## config.mk

```make
export PLATFORM = sky130hd
export DESIGN_NAME = mvna_outq
export DESIGN_NICKNAME = d
export VERILOG_FILES = /design/src/rtl/mvna_pkg.sv /design/src/rtl/mvna_outq.sv
export SDC_FILE = /design/constraint.sdc
export NUM_CORES = 1
export LEC_CHECK = 0
export BUFFER_PORTS_ARGS = -buffer_cell sky130_fd_sc_hd__buf_2
export CAP_MARGIN = 10
export CORE_ASPECT_RATIO = 1.75
export CORE_MARGIN = 1.5
export CORE_UTILIZATION = 37
export DETAILED_ROUTE_END_ITERATION = 16
export PLACE_DENSITY = 0.57
export REMOVE_ABC_BUFFERS = 1
export SLEW_MARGIN = 20
export SYNTH_ARGS = -nofsm -noshare
export SYNTH_HDL_FRONTEND = slang
export SYNTH_SLANG_ARGS = --single-unit
```

## constraint.sdc

```tcl
create_clock -name clk -period 4 [get_ports clk]
set_input_delay 0.6 -clock clk [delete_from_list [all_inputs] [get_ports clk]]
set_output_delay 0.6 -clock clk [all_outputs]
set_load 0.02 [all_outputs]
```

## src/rtl/mvna_pkg.sv

```systemverilog
`default_nettype none
package mvna_pkg;

  localparam int VERTEX_SLOTS  = 1024;
  localparam int USE_COUNT_MAX = 255;
  localparam int SLOT_W        = $clog2(VERTEX_SLOTS);
  localparam int IDX_W         = 11;
  localparam int COORD_W       = 16;
  localparam int NORM_W        = 16;
  localparam int USES_W        = 8;
  localparam int CNT_W         = $clog2(USE_COUNT_MAX + 1);
  localparam int UNIT_ONE      = 16384;
  localparam int SUM_W         = $clog2(UNIT_ONE * USE_COUNT_MAX + 1) + 1;
  localparam int EDGE_W        = COORD_W + 1;
  localparam int PROD_W        = 2 * EDGE_W;
  localparam int CR_W          = PROD_W + 1;
  localparam int MAG_W         = PROD_W;
  localparam int MAGN_W        = 25;
  localparam int SQP_W         = 2 * MAGN_W;
  localparam int SQ_W          = SQP_W + 2;
  localparam int LEN_W         = SQ_W / 2;
  localparam int DIV_Q_W       = $clog2(UNIT_ONE) + 1;
  localparam int DIV_D_W       = LEN_W + 1;
  localparam int DIV_N_W       = DIV_D_W + DIV_Q_W - 1;

  localparam logic [1:0] MODE_LOAD = 2'd0;
  localparam logic [1:0] MODE_FACE = 2'd1;
  localparam logic [1:0] MODE_READ = 2'd2;

  typedef enum logic [1:0] {OP_LOAD, OP_FACE, OP_READ, OP_READ_NONE} cmd_op_t;

  typedef struct packed {
    logic [1:0]                mode;
    logic signed [COORD_W-1:0] coord_x;
    logic signed [COORD_W-1:0] coord_y;
    logic signed [COORD_W-1:0] coord_z;
    logic [IDX_W-1:0]          index_a;
    logic [IDX_W-1:0]          index_b;
    logic [IDX_W-1:0]          index_c;
  } in_item_t;

  typedef struct packed {
    logic signed [NORM_W-1:0] normal_x;
    logic signed [NORM_W-1:0] normal_y;
    logic signed [NORM_W-1:0] normal_z;
    logic [USES_W-1:0]        face_uses;
    logic                     unused_vertex;
    logic                     degenerate_seen;
  } out_item_t;

  typedef struct packed {
    cmd_op_t                   op;
    logic [SLOT_W-1:0]         slot_a;
    logic [SLOT_W-1:0]         slot_b;
    logic [SLOT_W-1:0]         slot_c;
    logic signed [COORD_W-1:0] x;
    logic signed [COORD_W-1:0] y;
    logic signed [COORD_W-1:0] z;
  } cmd_t;

  function automatic logic idx_ok(input logic [IDX_W-1:0] idx);
    return (idx != '0) && (32'(idx) <= 32'(VERTEX_SLOTS));
  endfunction

  function automatic logic [SLOT_W-1:0] slot_of(input logic [IDX_W-1:0] idx);
    return SLOT_W'(IDX_W'(idx - IDX_W'(1)));
  endfunction

endpackage
`default_nettype wire

```

## src/rtl/mvna_outq.sv

```systemverilog
`default_nettype none
module mvna_outq (
  input  wire logic                clk,
  input  wire logic                rst_n,
  input  wire logic                res_push,
  input  wire mvna_pkg::out_item_t res_item,
  output logic                     res_full,
  input  wire logic                out_pop,
  output logic                     out_empty,
  output mvna_pkg::out_item_t      out_item
);

  mvna_pkg::out_item_t q_r [2];
  logic                wp_r;
  logic                rp_r;
  logic [1:0]          cnt_r;
  logic                push;
  logic                pop;

  assign res_full  = (cnt_r == 2'd2);
  assign out_empty = (cnt_r == 2'd0);
  assign push      = res_push && !res_full;
  assign pop       = out_pop && !out_empty;
  assign out_item  = q_r[rp_r];

  always_ff @(posedge clk) begin
    if (!rst_n) begin
      wp_r  <= 1'b0;
      rp_r  <= 1'b0;
      cnt_r <= 2'd0;
    end else begin
      if (push) wp_r <= !wp_r;
      if (pop) rp_r <= !rp_r;
      cnt_r <= cnt_r + 2'(push) - 2'(pop);
    end
  end

  always_ff @(posedge clk) begin
    if (push) q_r[wp_r] <= res_item;
  end

endmodule
`default_nettype wire

```

==> key figures, run 1 <==
Synth
  • Seq/Total Area, Yosys: between 70% and 80%
  • Syn_area_per_cell: ~22 sq um
  • Synth Warn #: 0
  • FF+latch count, synth: between 100 and 150
  • Area leader, netlist: edfxtp_1
  • Synth cell types: 18
  • Area contributors post-synth: edfxtp_1 (78%), mux2_2 (9.5%), mux2_4 (6.7%)
  • Mapped Area: between 4000 and 5000 sq um
  • Synth Instances: a little over 200
  • Post-synth top area share: roughly 78%

CTS
  • Clk_lat worst skew: approximately 400 ps
  • CTS buffer count: 17
  • CTS tree: built
  • Post_cts resized: 0
  • Clock buffer depth: 2
  • # Post-CTS Setup Buffers: 0
  • CTS clk-pin slew, worst paths: 50 ps
  • Clock sinks: 121
  • H-tree level count: 4
  • Hold_buf cts: 0
  • Clock root buffer master: clkbuf_16

Global routing
  • Largest net degree at the start of global routing: slightly below 60
  • Initial antenna violation count: 1
  • Total grt overflow: 0
  • GRT Resource Usage Total: between 10% and 20%
  • First-pass GRT wire length: approximately 12 mm
  • Vias in the first global route: 2443

Setup path
  • Endpoint type of the worst setup path: output port
  • WP data required: 3400 ps
  • CP Max Fanout: 58
  • Critical path arrival: between 1500 and 2000 ps
  • Startpoint types: flip-flop
  • Crit path kind: flip-flop to output port

Cells and area
  • Multi-input logic area: roughly 860 sq um
  • N_diodes: 0
  • Nets: 408
  • Share of cells above drive strength 1: a little under 60%
  • FF/Latch Area: 3587 sq um
  • Synth-to-layout area growth: 30.15%
  • Filler instances: about 1100

Timing
  • Unrepaired setup endpoints after global routing: no
  • Worst slew margin: about a third
  • Final period util: a little under two thirds
  • Slew of the pin with the lowest slew margin: 983.2 ps
  • Setup violations, final: 0
  • Final Max Slew Viols: 0
  • Post-route clock skew: roughly 4.9 ps
  • Hold slack: 384.7 ps
  • Max Freq: approximately 400 MHz
  • Tmin final: 2547 ps
  • Setup Total Neg Slack: 0 ps
  • Hold Violations, Final: 0
  • Final worst slack: between 1000 and 1500 ps

Power and ir drop
  • Max VDD drop: slightly below 500 uV
  • Static Leak: between 0.002 and 0.0025 uW
  • PwrDens: 746.8 nW/um^2

Floorplanning
  • Row cnt: 53
  • Die area: about 13000 sq um
  • I/O pin count: 122
  • Die H: around 150 microns
  • Die X-Extent: 86.31 microns
  • Core Area: about 12000 sq um
  • Starting Density: 37.65%

Status
  • Outcome: finished clean

Route
  • DRT antenna net count: 0
  • DRC Markers: 0
  • Via Count: about 2300
  • Pre-Repair DR Iteration Count: 4
  • Via density: about 4.7
  • DRT iter0 DRCs: between 100 and 150
  • Avg WL per Cell: 16.81 microns
  • Routed wire length: 8.304 mm

Placed design
  • IO Port Bufs: 121
  • Post-DP HPWL: 5.506 mm
  • DP Worst Slack: 1680 ps
  • Gpl congestion: between 0.7 and 0.8

Worst hold path
  • Hold WC Path Type: input pin to flip-flop

Flow run
  • Max Cap Viol: 0
## final cells by class
cell class,count,share of cell area (%)
Sequential cell,121,61.33
Multi-Input combinational cell,77,14.70
Timing Repair Buffer,124,10.74
Clock buffer,20,7.465
Tap cell,137,2.930
Clock inverter,12,2.652
Inverter,3,0.1925
## worst paths after layout
kind / start / depth (start not counted) / end / slack (ps)
max: flip-flop / 2 / out_item[25] / 1450
min: res_item[2] / 1 / q_r[0][2]$_DFFE_PP_ / 380
max reg2reg: cnt_r[0]$_SDFF_PN0_ / 4 / q_r[0][5]$_DFFE_PP_ / 1880
min reg2reg: wp_r$_SDFFE_PN0P_ / 2 / wp_r$_SDFFE_PN0P_ / 530
## critical path, cell delays in order, from the launching register on
cell     delay, ps
dfxtp_4        930
mux2_2         420
buf_2          160
## cells by family after synthesis
logic type | count (synthesis) | synth area share, %
XOR/XNOR | 2 | 0.3898
multiplexers | 59 | 16.43
AO/OA/AOI/OAI | 1 | 0.1671
adder cells (fa/ha/maj) | 2 | 0.5567
flip-flops | 121 | 79.73
AND/OR/NAND/NOR | 13 | 1.392
buffers and inverters | 9 | 1.336
## layout by cell type, fill, tap and decap left out, drive strengths merged
cell	instances
nand2	2
bufinv	4
xor2	1
and2	2
edfxtp	116
and3	1
xnor2	1
ha	2
clkinv	8
nor2	5
clkbuf	20
dfxtp	5
mux2	58
o21a	1
nor3	1
mux2i	1
nand2b	2
buf	124
inv	3
## report_power, final
part / internal (uW) / switching (uW)
Combinational: 472 / 586
Clock: 1030 / 495
Sequential: 1640 / 149
Total: 3140 / 1230
## routing by layer
layer  GRT usage, %  vias up  wire length, microns  share of wire (%)
li1               -     1084                     -                  -
met1          13.23     1150                  2950                 36
met2          24.02       76                  4748                 57
met3          5.091       13                   439                5.3
met4          7.016        2                   153                1.8
met5              0        -                    12               0.14
## sequential cells by signal, summed over array words and instances (netlist names), named ones only
register  flops
cnt_r         2
q_r         116
wp_r          1
rp_r          1
## synth_stat cells
master,instances
buf_6,3
mux2_4,20
nand2b_1,2
and2_1,2
mux2i_1,1
o21a_1,1
mux2_2,38
edfxtp_1,116
nor3_1,1
nor2_1,5
xnor2_1,1
ha_1,2
nand2_1,2
dfxtp_1,5
buf_2,3
and3_1,1
xor2_1,1
inv_1,3
## through the flow
step	util, %	power [uW]	instances	area, sq um
final	49.00	4368	494	5849
after global routing	49.00	4553	494	5849
after CTS	49.00	4436	494	5849
after detailed placement	44.05	2904	462	5258
after global placement	44.05	2881	462	5258
after floorplan	-	2540	201	4446
(Power assumes the default switching activity.)
==> inputs of run 2 (changes only) <==
--- a/config.mk
+++ b/config.mk
@@ -11,7 +11,7 @@
 export CORE_MARGIN = 1.5
 export CORE_UTILIZATION = 37
 export DETAILED_ROUTE_END_ITERATION = 16
-export PLACE_DENSITY = 0.57
+export PLACE_DENSITY = 0.59
 export REMOVE_ABC_BUFFERS = 1
 export SLEW_MARGIN = 20
 export SYNTH_ARGS = -nofsm -noshare
==> constraint.sdc (replaced) <==
create_clock -name clk -period 2.32 [get_ports clk]
set_input_delay 0.348 -clock clk [delete_from_list [all_inputs] [get_ports clk]]
set_output_delay 0.348 -clock clk [all_outputs]
set_load 0.02 [all_outputs]
==> run 2 against run 1 <==
Effect of this change: first-iteration DRC count down 33%; sequential cell count unchanged; sequential share of layout area increased by 0.56 points; sequential power rose by 63%; power is 64% higher; critical path type unchanged; highest routed layer is now met4.
==> key figures, run 2 (synthesized netlist as in run 1, its figures left out) <==
Status
  • Outcome: finished clean

Timing
  • Hold Violations, Final: 0 (unchanged)
  • Hold slack: 140.1 ps (-244.6 ps)
  • Worst slew margin: 67.45% (+33 points)
  • Max Freq: 503.6 MHz
  • Slew of the pin with the lowest slew margin: 488.3 ps (-494.9 ps)
  • Tmin final: a little under 2000 ps
  • Setup violations, final: 0 (unchanged)
  • Setup Total Neg Slack: 0 ps (unchanged)
  • Final period util: a little under nine tenths
  • Final Max Slew Viols: 0 (unchanged)
  • Final worst slack: 334.2 ps (-1119 ps)
  • Unrepaired setup endpoints after global routing: no
  • Post-route clock skew: 4.931 ps (-0.004720 ps)

Setup path
  • WP data required: 1970 ps (-1430 ps)
  • R2R Path Start: cnt_r[0]$_SDFF_PN0_
  • Critical path arrival: 1640 ps (-310 ps)
  • Startpoint types: flip-flop
  • CP max stage delay: 390 ps (-540 ps)
  • Worst path cell trace: buf_12 -> mux2_2 -> buf_2
  • Crit path kind: flip-flop to output port
  • Delay-heaviest family, CP: buffers and inverters
  • CP Max Fanout: 58 (unchanged)
  • Endpoint type of the worst setup path: output port
  • Crit path buf inv count: 2 (+1)
  • Slowest stage cell, crit path: mux2_2

Cells and area
  • Share of cells above drive strength 1: 58.59% (-0.23 points)
  • Synth-to-layout area growth: 28.98%
  • Top flop regs: q_r (116), cnt_r (2)
  • Commonest non-fill, non-tap cells in the layout: buf_2 (121), edfxtp_1 (116), mux2_2 (38)
  • Nets: 410 (+0.49%)
  • Commonest non-fill, non-tap cell in the layout: buf_2
  • Post-route cell area: 5797 sq um (-0.90%)
  • Register with the most flip-flops: q_r
  • Max reg flops: 116 (unchanged)

Placed design
  • Post-DP HPWL: 5.300 mm (-3.8%)
  • DP Worst Slack: 567.2 ps (-1113 ps)
  • Placed cell area: 5298 sq um (+0.76%)
  • IO Port Bufs: 121 (unchanged)
  • Gpl congestion: 0.7582 (+7.4%)

Route
  • Avg WL per Cell: 16.25 microns (-3.3%)
  • Routed wire length: 8.010 mm (-3.5%)
  • Via Count: 2334 (+0.39%)
  • DRC Markers: 0 (unchanged)
  • Via density: 4.734 (+0.59%)
  • DRT iter0 DRCs: 70 (-33%)
  • DRT antenna net count: 0 (unchanged)
  • Pre-Repair DR Iteration Count: 4 (unchanged)

CTS
  • Post_cts resized: 0 (unchanged)
  • H-tree level count: 4 (unchanged)
  • CTS tree: built
  • Clock buffer depth: 2 (unchanged)
  • CTS clk-pin slew, worst paths: 50 ps (about the same)
  • # Post-CTS Setup Buffers: 0 (unchanged)
  • Hold_buf cts: 0 (unchanged)
  • CTS buffer count: 17 (unchanged)
  • Clock sinks: 121 (unchanged)
  • Clk_lat worst skew: 390 ps (about the same)
  • Clock root buffer master: clkbuf_16

Worst hold path
  • Hold WC Path Type: input pin to flip-flop
  • HP Start: res_item[25]

Global routing
  • Total grt overflow: 0 (unchanged)
  • Initial antenna violation count: 1 (unchanged)
  • First-pass GRT wire length: 12.19 mm (-0.78%)
  • Vias in the first global route: 2579 (+5.6%)
  • GRT Resource Usage Total: 13.13% (-0.31 points)
  • Largest net degree at the start of global routing: 59 (unchanged)

Floorplanning
  • Starting Density: 37.65% (unchanged)
  • Row cnt: 53 (unchanged)
  • I/O pin count: 122 (unchanged)
  • Die X-Extent: 86.31 microns (unchanged)
  • Die H: 148.8 microns (unchanged)
  • Die area: 12840 sq um (unchanged)
  • Core Area: 11940 sq um (unchanged)

Flow run
  • Max Cap Viol: 0 (unchanged)

Power and ir drop
  • Static Leak: 0.002247 uW (-1.3%)
  • Max VDD drop: 591.6 uV (+19%)
  • Total power: 7157 uW (+64%)
  • PwrDens: 1235 nW/um^2 (+65%)
==> run 2: changes by cell type in the layout (fill, tap and decap cells not counted), sizes merged <==
cell    previous run  this run
diode              0         1
buf              124       126
bufinv             4         1
clkbuf            20        21
clkinv             8         6
==> run 2: worst reg2reg max path, cell delays in order, from the launching register on <==
cell and delay [ps]:
dfxtp_1 360, nand2b_1 170, nand2_1 140, ha_1 320, inv_1 40, ha_1 190, xor2_1 160, and2_1 160
nor3_1 150
==> run 2: final cells by class <==
class,instances,area [sq um]
inverters,3,11.26
well taps,137,171.4
clock buffers,21,440.4
repair buffers,126,668.1
multi-input cells,77,859.6
clock inverters,7,56.30
fillers,1070,6140
diodes,1,2.502
flip-flops and latches,121,3587
==> run 2: per-layer routing <==
metal,GRT usage (%),part of all wire [%],vias up
met3,3.431,3.8,19
met1,10.83,33,1160
met4,7.903,3.1,0
met2,26.26,60,69
li1,-,-,1086
met5,0,0,-
==> run 2: report_power, final <==
part / internal, uW / switching (uW) / total [uW]
combinational: 845 / 1170 / 2020
clock: 1420 / 798 / 2220
sequential: 2830 / 92.5 / 2920
total: 5090 / 2060 / 7160
==> run 2: worst paths after layout <==
| check | cells past startpoint | slack, ps | end |
|---|---|---|---|
| worst max-delay path | 3 | 330 | out_item[14] |
| worst min-delay path | 1 | 140 | q_r[1][25]$_DFFE_PP_ |
| worst max register to register | 8 | 570 | cnt_r[1]$_SDFF_PN0_ |
| worst min register to register | 2 | 510 | flip-flop |
==> run 2: stage by stage <==
| stage | instances | utilization, % |
|---|---|---|
| after CTS | 492 | 48.54 |
| final | 493 | 48.56 |
| after detailed placement | 464 | 44.38 |
| after global placement | 464 | 44.38 |
| after floorplan | 201 | - |
| after global routing | 493 | 48.56 |
