File: src/rtl/mvna_pkg.sv
`default_nettype none
package mvna_pkg;

  localparam int VERTEX_SLOTS  = 1024;
  localparam int USE_COUNT_MAX = 255;
  localparam int SLOT_W        = $clog2(VERTEX_SLOTS);
  localparam int IDX_W         = 11;
  localparam int COORD_W       = 16;
  localparam int NORM_W        = 16;
  localparam int USES_W        = 8;
  localparam int CNT_W         = $clog2(USE_COUNT_MAX + 1);
  localparam int UNIT_ONE      = 16384;
  localparam int SUM_W         = $clog2(UNIT_ONE * USE_COUNT_MAX + 1) + 1;
  localparam int EDGE_W        = COORD_W + 1;
  localparam int PROD_W        = 2 * EDGE_W;
  localparam int CR_W          = PROD_W + 1;
  localparam int MAG_W         = PROD_W;
  localparam int MAGN_W        = 25;
  localparam int SQP_W         = 2 * MAGN_W;
  localparam int SQ_W          = SQP_W + 2;
  localparam int LEN_W         = SQ_W / 2;
  localparam int DIV_Q_W       = $clog2(UNIT_ONE) + 1;
  localparam int DIV_D_W       = LEN_W + 1;
  localparam int DIV_N_W       = DIV_D_W + DIV_Q_W - 1;

  localparam logic [1:0] MODE_LOAD = 2'd0;
  localparam logic [1:0] MODE_FACE = 2'd1;
  localparam logic [1:0] MODE_READ = 2'd2;

  typedef enum logic [1:0] {OP_LOAD, OP_FACE, OP_READ, OP_READ_NONE} cmd_op_t;

  typedef struct packed {
    logic [1:0]                mode;
    logic signed [COORD_W-1:0] coord_x;
    logic signed [COORD_W-1:0] coord_y;
    logic signed [COORD_W-1:0] coord_z;
    logic [IDX_W-1:0]          index_a;
    logic [IDX_W-1:0]          index_b;
    logic [IDX_W-1:0]          index_c;
  } in_item_t;

  typedef struct packed {
    logic signed [NORM_W-1:0] normal_x;
    logic signed [NORM_W-1:0] normal_y;
    logic signed [NORM_W-1:0] normal_z;
    logic [USES_W-1:0]        face_uses;
    logic                     unused_vertex;
    logic                     degenerate_seen;
  } out_item_t;

  typedef struct packed {
    cmd_op_t                   op;
    logic [SLOT_W-1:0]         slot_a;
    logic [SLOT_W-1:0]         slot_b;
    logic [SLOT_W-1:0]         slot_c;
    logic signed [COORD_W-1:0] x;
    logic signed [COORD_W-1:0] y;
    logic signed [COORD_W-1:0] z;
  } cmd_t;

  function automatic logic idx_ok(input logic [IDX_W-1:0] idx);
    return (idx != '0) && (32'(idx) <= 32'(VERTEX_SLOTS));
  endfunction

  function automatic logic [SLOT_W-1:0] slot_of(input logic [IDX_W-1:0] idx);
    return SLOT_W'(IDX_W'(idx - IDX_W'(1)));
  endfunction

endpackage
`default_nettype wire

File: src/rtl/mvna_front.sv
`default_nettype none
module mvna_front (
  input  wire logic               clk,
  input  wire logic               rst_n,
  input  wire logic               in_push,
  output logic                    in_full,
  input  wire mvna_pkg::in_item_t in_item,
  input  wire logic               clearing,
  output logic                    cmd_valid,
  input  wire logic               cmd_pop,
  output mvna_pkg::cmd_t          cmd
);

  mvna_pkg::cmd_t q_r [2];
  logic           wp_r;
  logic           rp_r;
  logic [1:0]     cnt_r;
  mvna_pkg::cmd_t cls;
  logic           keep;
  logic           ok_a;
  logic           ok_b;
  logic           ok_c;
  logic           push;
  logic           pop;

  always_comb begin
    ok_a = mvna_pkg::idx_ok(in_item.index_a);
    ok_b = mvna_pkg::idx_ok(in_item.index_b);
    ok_c = mvna_pkg::idx_ok(in_item.index_c);
    cls.slot_a = mvna_pkg::slot_of(in_item.index_a);
    cls.slot_b = mvna_pkg::slot_of(in_item.index_b);
    cls.slot_c = mvna_pkg::slot_of(in_item.index_c);
    cls.x = in_item.coord_x;
    cls.y = in_item.coord_y;
    cls.z = in_item.coord_z;
    unique case (in_item.mode)
      mvna_pkg::MODE_LOAD: begin
        cls.op = mvna_pkg::OP_LOAD;
        keep = ok_a;
      end
      mvna_pkg::MODE_FACE: begin
        cls.op = mvna_pkg::OP_FACE;
        keep = ok_a && ok_b && ok_c;
      end
      mvna_pkg::MODE_READ: begin
        cls.op = ok_a ? mvna_pkg::OP_READ : mvna_pkg::OP_READ_NONE;
        keep = 1'b1;
      end
      default: begin
        cls.op = mvna_pkg::OP_LOAD;
        keep = 1'b0;
      end
    endcase
  end

  assign in_full   = clearing || (cnt_r == 2'd2);
  assign push      = in_push && !in_full && keep;
  assign cmd_valid = (cnt_r != 2'd0);
  assign pop       = cmd_pop && cmd_valid;
  assign cmd       = q_r[rp_r];

  always_ff @(posedge clk) begin
    if (!rst_n) begin
      wp_r  <= 1'b0;
      rp_r  <= 1'b0;
      cnt_r <= 2'd0;
    end else begin
      if (push) wp_r <= !wp_r;
      if (pop) rp_r <= !rp_r;
      cnt_r <= cnt_r + 2'(push) - 2'(pop);
    end
  end

  always_ff @(posedge clk) begin
    if (push) q_r[wp_r] <= cls;
  end

endmodule
`default_nettype wire

File: config.mk
export PLATFORM = sky130hd
export DESIGN_NAME = mvna_front
export DESIGN_NICKNAME = d
export VERILOG_FILES = /design/src/rtl/mvna_pkg.sv /design/src/rtl/mvna_front.sv
export SDC_FILE = /design/constraint.sdc
export NUM_CORES = 1
export LEC_CHECK = 0
export ABC_AREA = 1
export BUFFER_PORTS_ARGS = -buffer_cell sky130_fd_sc_hd__buf_2
export CELL_PAD_IN_SITES_DETAIL_PLACEMENT = 2
export CELL_PAD_IN_SITES_GLOBAL_PLACEMENT = 2
export CORE_MARGIN = 8
export CORE_UTILIZATION = 40
export DETAILED_ROUTE_END_ITERATION = 7
export PLACE_DENSITY_LB_ADDON = 0.1
export SYNTH_ARGS = -nofsm -noshare
export SYNTH_HDL_FRONTEND = slang
export SYNTH_SLANG_ARGS = --single-unit
File: constraint.sdc
create_clock -name clk -period 16.25 [get_ports clk]
set_input_delay 1.625 -clock clk [delete_from_list [all_inputs] [get_ports clk]]
set_output_delay 1.625 -clock clk [all_outputs]
set_load 0.05 [all_outputs]
==> qor.txt, run 1 <==
Busiest grt layer - met2
Area leader, netlist - edfxtp_1
Maximum capacitance violations - 0
Placer Congestion - 0.748
Hold Buf Count CTS - 0
Synthesized cell area - 6750 sq um
Top post-synthesis cells by area - edfxtp_1 (71%), mux2_2 (13%), xor2_1 (2.7%)
Resized cells post-CTS - 0
Routing usage on met1 - 17.8%
Final net count - 694
Final hold violations - 0
Seq/Total Area, Yosys - 72.7%
Clock root buffer - clkbuf_16
Port Buf Inserts - 169
Status - completed
Synth cell types - 27
CP max stage cell - buf_4
Yosys reg bits - 165
Initial antenna violation count - 2
Worst hold start - rp_r$_SDFFE_PN0P_
Vias/cell - 4.79
First-pass GRT wire length - 26,100 um
Final Skew - 5.21 ps
Final min period - 3950 ps
Crit path arrival time - 3990 ps
Avg Inst Size Synth - 16.3 sq um
Max VDD drop - 0.0000754 V
Synth warn - 0
Crit-path most repeated cell - nand3_1
Mapped Cells - 414
IO Count - 170
Reg2Reg Setup Slack - 13,730 ps
CP Launch Type - input pin
Final setup viols - 0
CTS tree - yes
Row count - 47
GRT Overall Usage - 16.0%
CTS sink cnt - 165
R2r endpoint - q_r[1][17]$_DFFE_PP_
Post-synth EDFFs - 160
Largest net degree at the start of global routing - 81
Initial DRC count - 129
HPWL Detailed - 11,900 um
H-tree Lvls - 4
WL per Instance - 20.4 um
Crit path largest cell delay - 730 ps
Syn_nets - 513
Main synth FF type - edfxtp_1
Worst Path Buf+Inv - 5
Slew margin rel. - 24.3%
Placed Cells - 796
Hold path depth - 1
Met3 usage - 4.60%
DR DRC count - 0
CP top delay family - buffers and inverters
Crit path cell chain - buf_2, inv_1, ha_1, nand2_1, nor2_1, nand3_1, nand2_2, nand3_1, nand2_1, clkinv_1, nand2_2, nand3_1, clkinv_2, buf_4
Post-CTS Setup Inserts - 0
Bufs on Longest Clock Path - 2
Initial core utilization - 40.8%
Hold Path Class - reg -> reg
Async SR Flop Fraction - 0%
Critical register-to-register path startpoint - cnt_r[1]$_SDFF_PN0_
Post-route setup TNS - 0 ps
Hold slack - 450 ps
Area Growth Syn to Fin - 26.2%
CTS buffer count - 17
Layout cells sized above 1 - 48.7%
Clock-pin slew on the worst setup and hold paths - 60 ps
Data required, critical path - 16,290 ps
Die area - 21,300 sq um
Worst r2r path cells - 6
DR vias - 3,967
Drt first pass iters - 4
Met2 GRT Util - 28.9%
RSZ-0062 raised after global routing - false
Most instantiated cells after synthesis - edfxtp_1 (160), mux2_2 (80), nand2_1 (31)
Remaining global-route overflow - 0
Post-Route WL - 16,900 um
CP max FO - 58
DIE HEIGHT - 146 um
Total power - 1.30 mW
Worst-Skew Late Latency - 420 ps
Leak pwr - 3.27 nW
Fill cell count - 1,573
Final Instance Count excl. Fillers - 829
Vias in the first global route - 4,713
Fmax - 253 MHz
Final Util - 51.5%
Top cell type's share of synthesized area - 71.2%
Crit end category - register
Tcrit/Tclk final - 24.3%
Actual slew at the worst max-slew pin - 1140 ps
ANT nets after route - 0
Cell with the most instances after synthesis - edfxtp_1
Critical path class - in -> reg
Die width - 146 um
CORE AREA - 16,500 sq um
Max-slew violation count - 0
Pwr/cell area - 153 nW/um^2
==> layer usage <==
metal / vias up / part of all wire (%)
li1: 1859 / -
met1: 1978 / 41
met2: 108 / 53
met3: 20 / 4.9
met4: 2 / 1.4
met5: - / 0.053
==> worst register-to-register path, delay by kind of cell (launching register included) <==
| family | cells | cell delay, ps |
|---|---|---|
| AO/OA/AOI/OAI | 1 | 90 |
| flip-flops | 1 | 310 |
| buffers and inverters | 3 | 1160 |
| AND/OR/NAND/NOR | 2 | 560 |
==> cells by family after synthesis <==
| kind of cell | count (synthesis) | share of synthesized area [%] |
|---|---|---|
| simple gates | 81 | 5.42 |
| flops | 165 | 72.7 |
| xor+xnor | 25 | 3.25 |
| mux | 80 | 13.4 |
| compound gates | 8 | 0.631 |
| buf+inv | 44 | 2.60 |
| fa+ha+maj | 11 | 2.04 |
==> power breakdown <==
group | switching [mW] | leakage (nW) | internal, mW
clock network | 0.162 | 0.317 | 0.288
logic | 0.231 | 1.47 | 0.102
registers | 0.0329 | 1.49 | 0.484
==> layout by cell type, fill, tap and decap left out <==
cell	instances
clkbuf_1	1
bufinv_16	6
inv_1	28
nor2_2	4
a21oi_1	5
o21ai_0	2
inv_6	2
diode_2	1
inv_2	5
nor3b_1	1
nor3_1	4
dfxtp_1	4
buf_4	2
nor2_4	1
clkinvlp_4	1
xnor2_1	4
clkinv_2	2
ha_1	11
nor2_1	22
edfxtp_1	160
buf_2	169
nor4_1	1
nand3_1	7
xor2_1	21
dfxtp_4	1
clkinv_4	1
nand3_2	1
nand4_1	2
clkbuf_16	17
or2_1	1
mux2_2	80
nand3b_1	2
nand2_1	31
clkinv_1	4
o21bai_1	1
nand2_2	3
or2_2	1
==> layout make-up <==
| class | instances | area, sq um | share of cell area (%) |
|---|---|---|---|
| flip-flops and latches | 165 | 4910 | 57.7 |
| multi-input cells | 205 | 1670 | 19.7 |
| inverters | 35 | 133 | 1.56 |
| clock buffers | 18 | 429 | 5.04 |
| repair buffers | 171 | 861 | 10.1 |
| diodes | 1 | 2.50 | 0.0294 |
| clock inverters | 14 | 230 | 2.70 |
| well taps | 220 | 275 | 3.23 |
==> registers in the layout, indices dropped and copies added, names as in the netlist, named ones only <==
name	cells
cnt_r	2
q_r	160
rp_r	1
wp_r	1
==> through the flow <==
| stage | area (sq um) | setup slack [ps] |
|---|---|---|
| 2_1_floorplan | 6750 | 9800 |
| 3_3_place_gp | 7850 | 11940 |
| 3_5_place_dp | 7850 | 11820 |
| 4_1_cts | 8510 | 12270 |
| 5_1_grt | 8510 | 12030 |
| 6_report | 8510 | 12300 |
==> worst max path at each step <==
stage,slack (ps),cells past startpoint,to,startpoint
2_1_floorplan,9800,12,q_r[0][0]$_DFFE_PP_,in_item[22]
3_5_place_dp,11820,14,q_r[1][28]$_DFFE_PP_,in_item[22]
6_report,12300,14,q_r[1][17]$_DFFE_PP_,in_item[22]
3_3_place_gp,11940,14,q_r[1][40]$_DFFE_PP_,in_item[22]
5_1_grt,12030,14,q_r[1][44]$_DFFE_PP_,in_item[22]
4_1_cts,12270,14,q_r[1][10]$_DFFE_PP_,in_item[22]
Note: power is estimated with default switching activity, not from simulation.
==> run 2: changes to the inputs <==
--- a/config.mk
+++ b/config.mk
@@ -10,7 +10,7 @@
 export CELL_PAD_IN_SITES_DETAIL_PLACEMENT = 2
 export CELL_PAD_IN_SITES_GLOBAL_PLACEMENT = 2
 export CORE_MARGIN = 8
-export CORE_UTILIZATION = 40
+export CORE_UTILIZATION = 33
 export DETAILED_ROUTE_END_ITERATION = 7
 export PLACE_DENSITY_LB_ADDON = 0.1
 export SYNTH_ARGS = -nofsm -noshare
==> constraint.sdc (replaced) <==
create_clock -name clk -period 3.4 [get_ports clk]
set_input_delay 0.34 -clock clk [delete_from_list [all_inputs] [get_ports clk]]
set_output_delay 0.34 -clock clk [all_outputs]
set_load 0.05 [all_outputs]
==> run 2 against run 1 <==
Die area increased by 19%. Wire length decreased by 1.3%. Clock skew increased by 5.5 ps. Sequential share of layout area decreased by 0.50 points. First-iteration DRC count increased by 12%. Total power increased to 4.7 times the previous value. Hold slack got worse by 340 ps. Highest routed layer unchanged.
==> qor.txt, run 2 (synthesis gave the netlist of run 1 again) <==
Remaining global-route overflow - 0 (unchanged)
Status - completed
Final net count - 697 (+0.43%)
DIE HEIGHT - 159 um (+9.0%)
Maximum capacitance violations - 0 (unchanged)
CORE AREA - 20,200 sq um (+22%)
CP max stage cell - dfxtp_4
CP top delay family - flip-flops
Placer Congestion - 0.782 (+4.6%)
Largest net degree at the start of global routing - 62 (-23%)
Slew margin rel. - 51.7% (+27 points)
Largest register FFs - 160 (unchanged)
GRT Overall Usage - 13.5% (-2.5 points)
Worst Path Buf+Inv - 2 (-3)
Post-CTS Setup Inserts - 0 (unchanged)
Final min period - 2540 ps
Post-Route WL - 16,700 um (-1.3%)
CP Launch Type - register
ANT nets after route - 0 (unchanged)
Crit path largest cell delay - 780 ps (+50 ps)
Initial DRC count - 145 (+12%)
Hold Buf Count CTS - 0 (unchanged)
Port Buf Inserts - 169 (unchanged)
Bufs on Longest Clock Path - 2 (unchanged)
Pwr/cell area - 704 nW/um^2 (+360%)
Critical path class - reg -> out
Crit path cell chain - buf_12, mux2_2, buf_2
Most flop-heavy register - q_r
Die width - 159 um (+9.0%)
Crit end category - output port
CTS buffer count - 17 (unchanged)
Final setup viols - 0 (unchanged)
Tcrit/Tclk final - 74.8%
Leak pwr - 3.27 nW (-0.11%)
Regs by FF count - q_r (160), cnt_r (2)
RSZ-0062 raised after global routing - false
Final hold violations - 0 (unchanged)
Data required, critical path - 3060 ps (-13,230 ps)
IO Count - 170 (unchanged)
DR vias - 3,976 (+0.23%)
Initial antenna violation count - 1 (-1)
Resized cells post-CTS - 0 (unchanged)
Area Growth Syn to Fin - 27.3%
Row count - 52 (+11%)
CTS sink cnt - 165 (unchanged)
First-pass GRT wire length - 26,300 um (+0.66%)
Worst-Skew Late Latency - 430 ps (about the same)
HPWL Detailed - 12,000 um (+0.45%)
Initial core utilization - 33.4% (-7.4 points)
DR DRC count - 0 (unchanged)
Max-slew violation count - 0 (unchanged)
CTS tree - yes
H-tree Lvls - 4 (unchanged)
Vias/cell - 4.52 (-5.6%)
Most frequent cells in the layout - buf_2 (169), edfxtp_1 (160), mux2_2 (80)
Max VDD drop - 0.000456 V (+500%)
Met3 usage - 4.34% (-0.26 points)
Met2 GRT Util - 23.5% (-5.4 points)
Final Instance Count excl. Fillers - 880 (+6.2%)
WL per Instance - 19.0 um (-7.1%)
CP max FO - 50 (-14%)
Ant. Diodes - 0 (-1)
Clock root buffer - clkbuf_16
Busiest grt layer - met2
Vias in the first global route - 4,650 (-1.3%)
Fmax - 393 MHz
Most common cell after layout, fill and taps aside - buf_2
Clock-pin slew on the worst setup and hold paths - 70 ps (about the same)
Placed Cells - 849 (+6.7%)
Actual slew at the worst max-slew pin - 725 ps (-411 ps)
Fill cell count - 2,031 (+29%)
Routing usage on met1 - 15.6% (-2.2 points)
Final Skew - 10.7 ps (+5.51 ps)
Hold Path Class - in -> reg
Post-route setup TNS - 0 ps (unchanged)
Drt first pass iters - 4 (unchanged)
Die area - 25,300 sq um (+19%)
Crit path arrival time - 2200 ps (-1790 ps)
Layout cells sized above 1 - 49.5% (+0.82 points)
==> run 2: final timing paths <==
check / startpoint / to / slack [ps] / cells past startpoint
setup / recovery: register / cmd[75] / 860 / 3
hold / removal: in_item[79] / q_r[1][46]$_DFFE_PP_ / 110 / 1
setup reg to reg: cnt_r[1]$_SDFF_PN0_ / q_r[1][41]$_DFFE_PP_ / 1310 / 6
hold reg to reg: rp_r$_SDFFE_PN0P_ / register / 450 / 1
==> run 2: area by class of cell <==
cell class | instances | area (sq um) | share of cell area [%]
multi-input cells | 205 | 1670 | 19.5
inverters | 35 | 133 | 1.54
flip-flops and latches | 165 | 4910 | 57.2
clock inverters | 14 | 175 | 2.04
clock buffers | 17 | 425 | 4.95
repair buffers | 174 | 933 | 10.9
well taps | 270 | 338 | 3.93
==> run 2: stage by stage <==
| stage | util, % | hold WS, ps | cell area [sq um] | setup slack [ps] | total power [mW] |
|---|---|---|---|---|---|
| 6_report | 42.6 | 106 | 8590 | 856 | 6.05 |
| 5_1_grt | 42.6 | 80.4 | 8590 | 723 | 6.30 |
| 4_1_cts | 42.6 | 80.9 | 8590 | 805 | 6.16 |
| 3_5_place_dp | 39.6 | 443 | 7990 | 745 | 4.15 |
| 3_3_place_gp | 39.6 | 424 | 7990 | 840 | 4.13 |
| 2_1_floorplan | - | 425 | 6750 | 86.2 | 3.71 |
==> run 2: per-layer routing <==
| layer | routed length (um) | up-vias |
|---|---|---|
| li1 | - | 1865 |
| met4 | 197 | 2 |
| met3 | 831 | 18 |
| met2 | 8390 | 112 |
| met1 | 7280 | 1979 |
| met5 | 13 | - |
==> run 2: power breakdown <==
group	switching (mW)	internal (mW)
Combinational	1.16	0.504
Sequential	0.106	2.31
Clock	0.808	1.16
Total	2.07	3.97
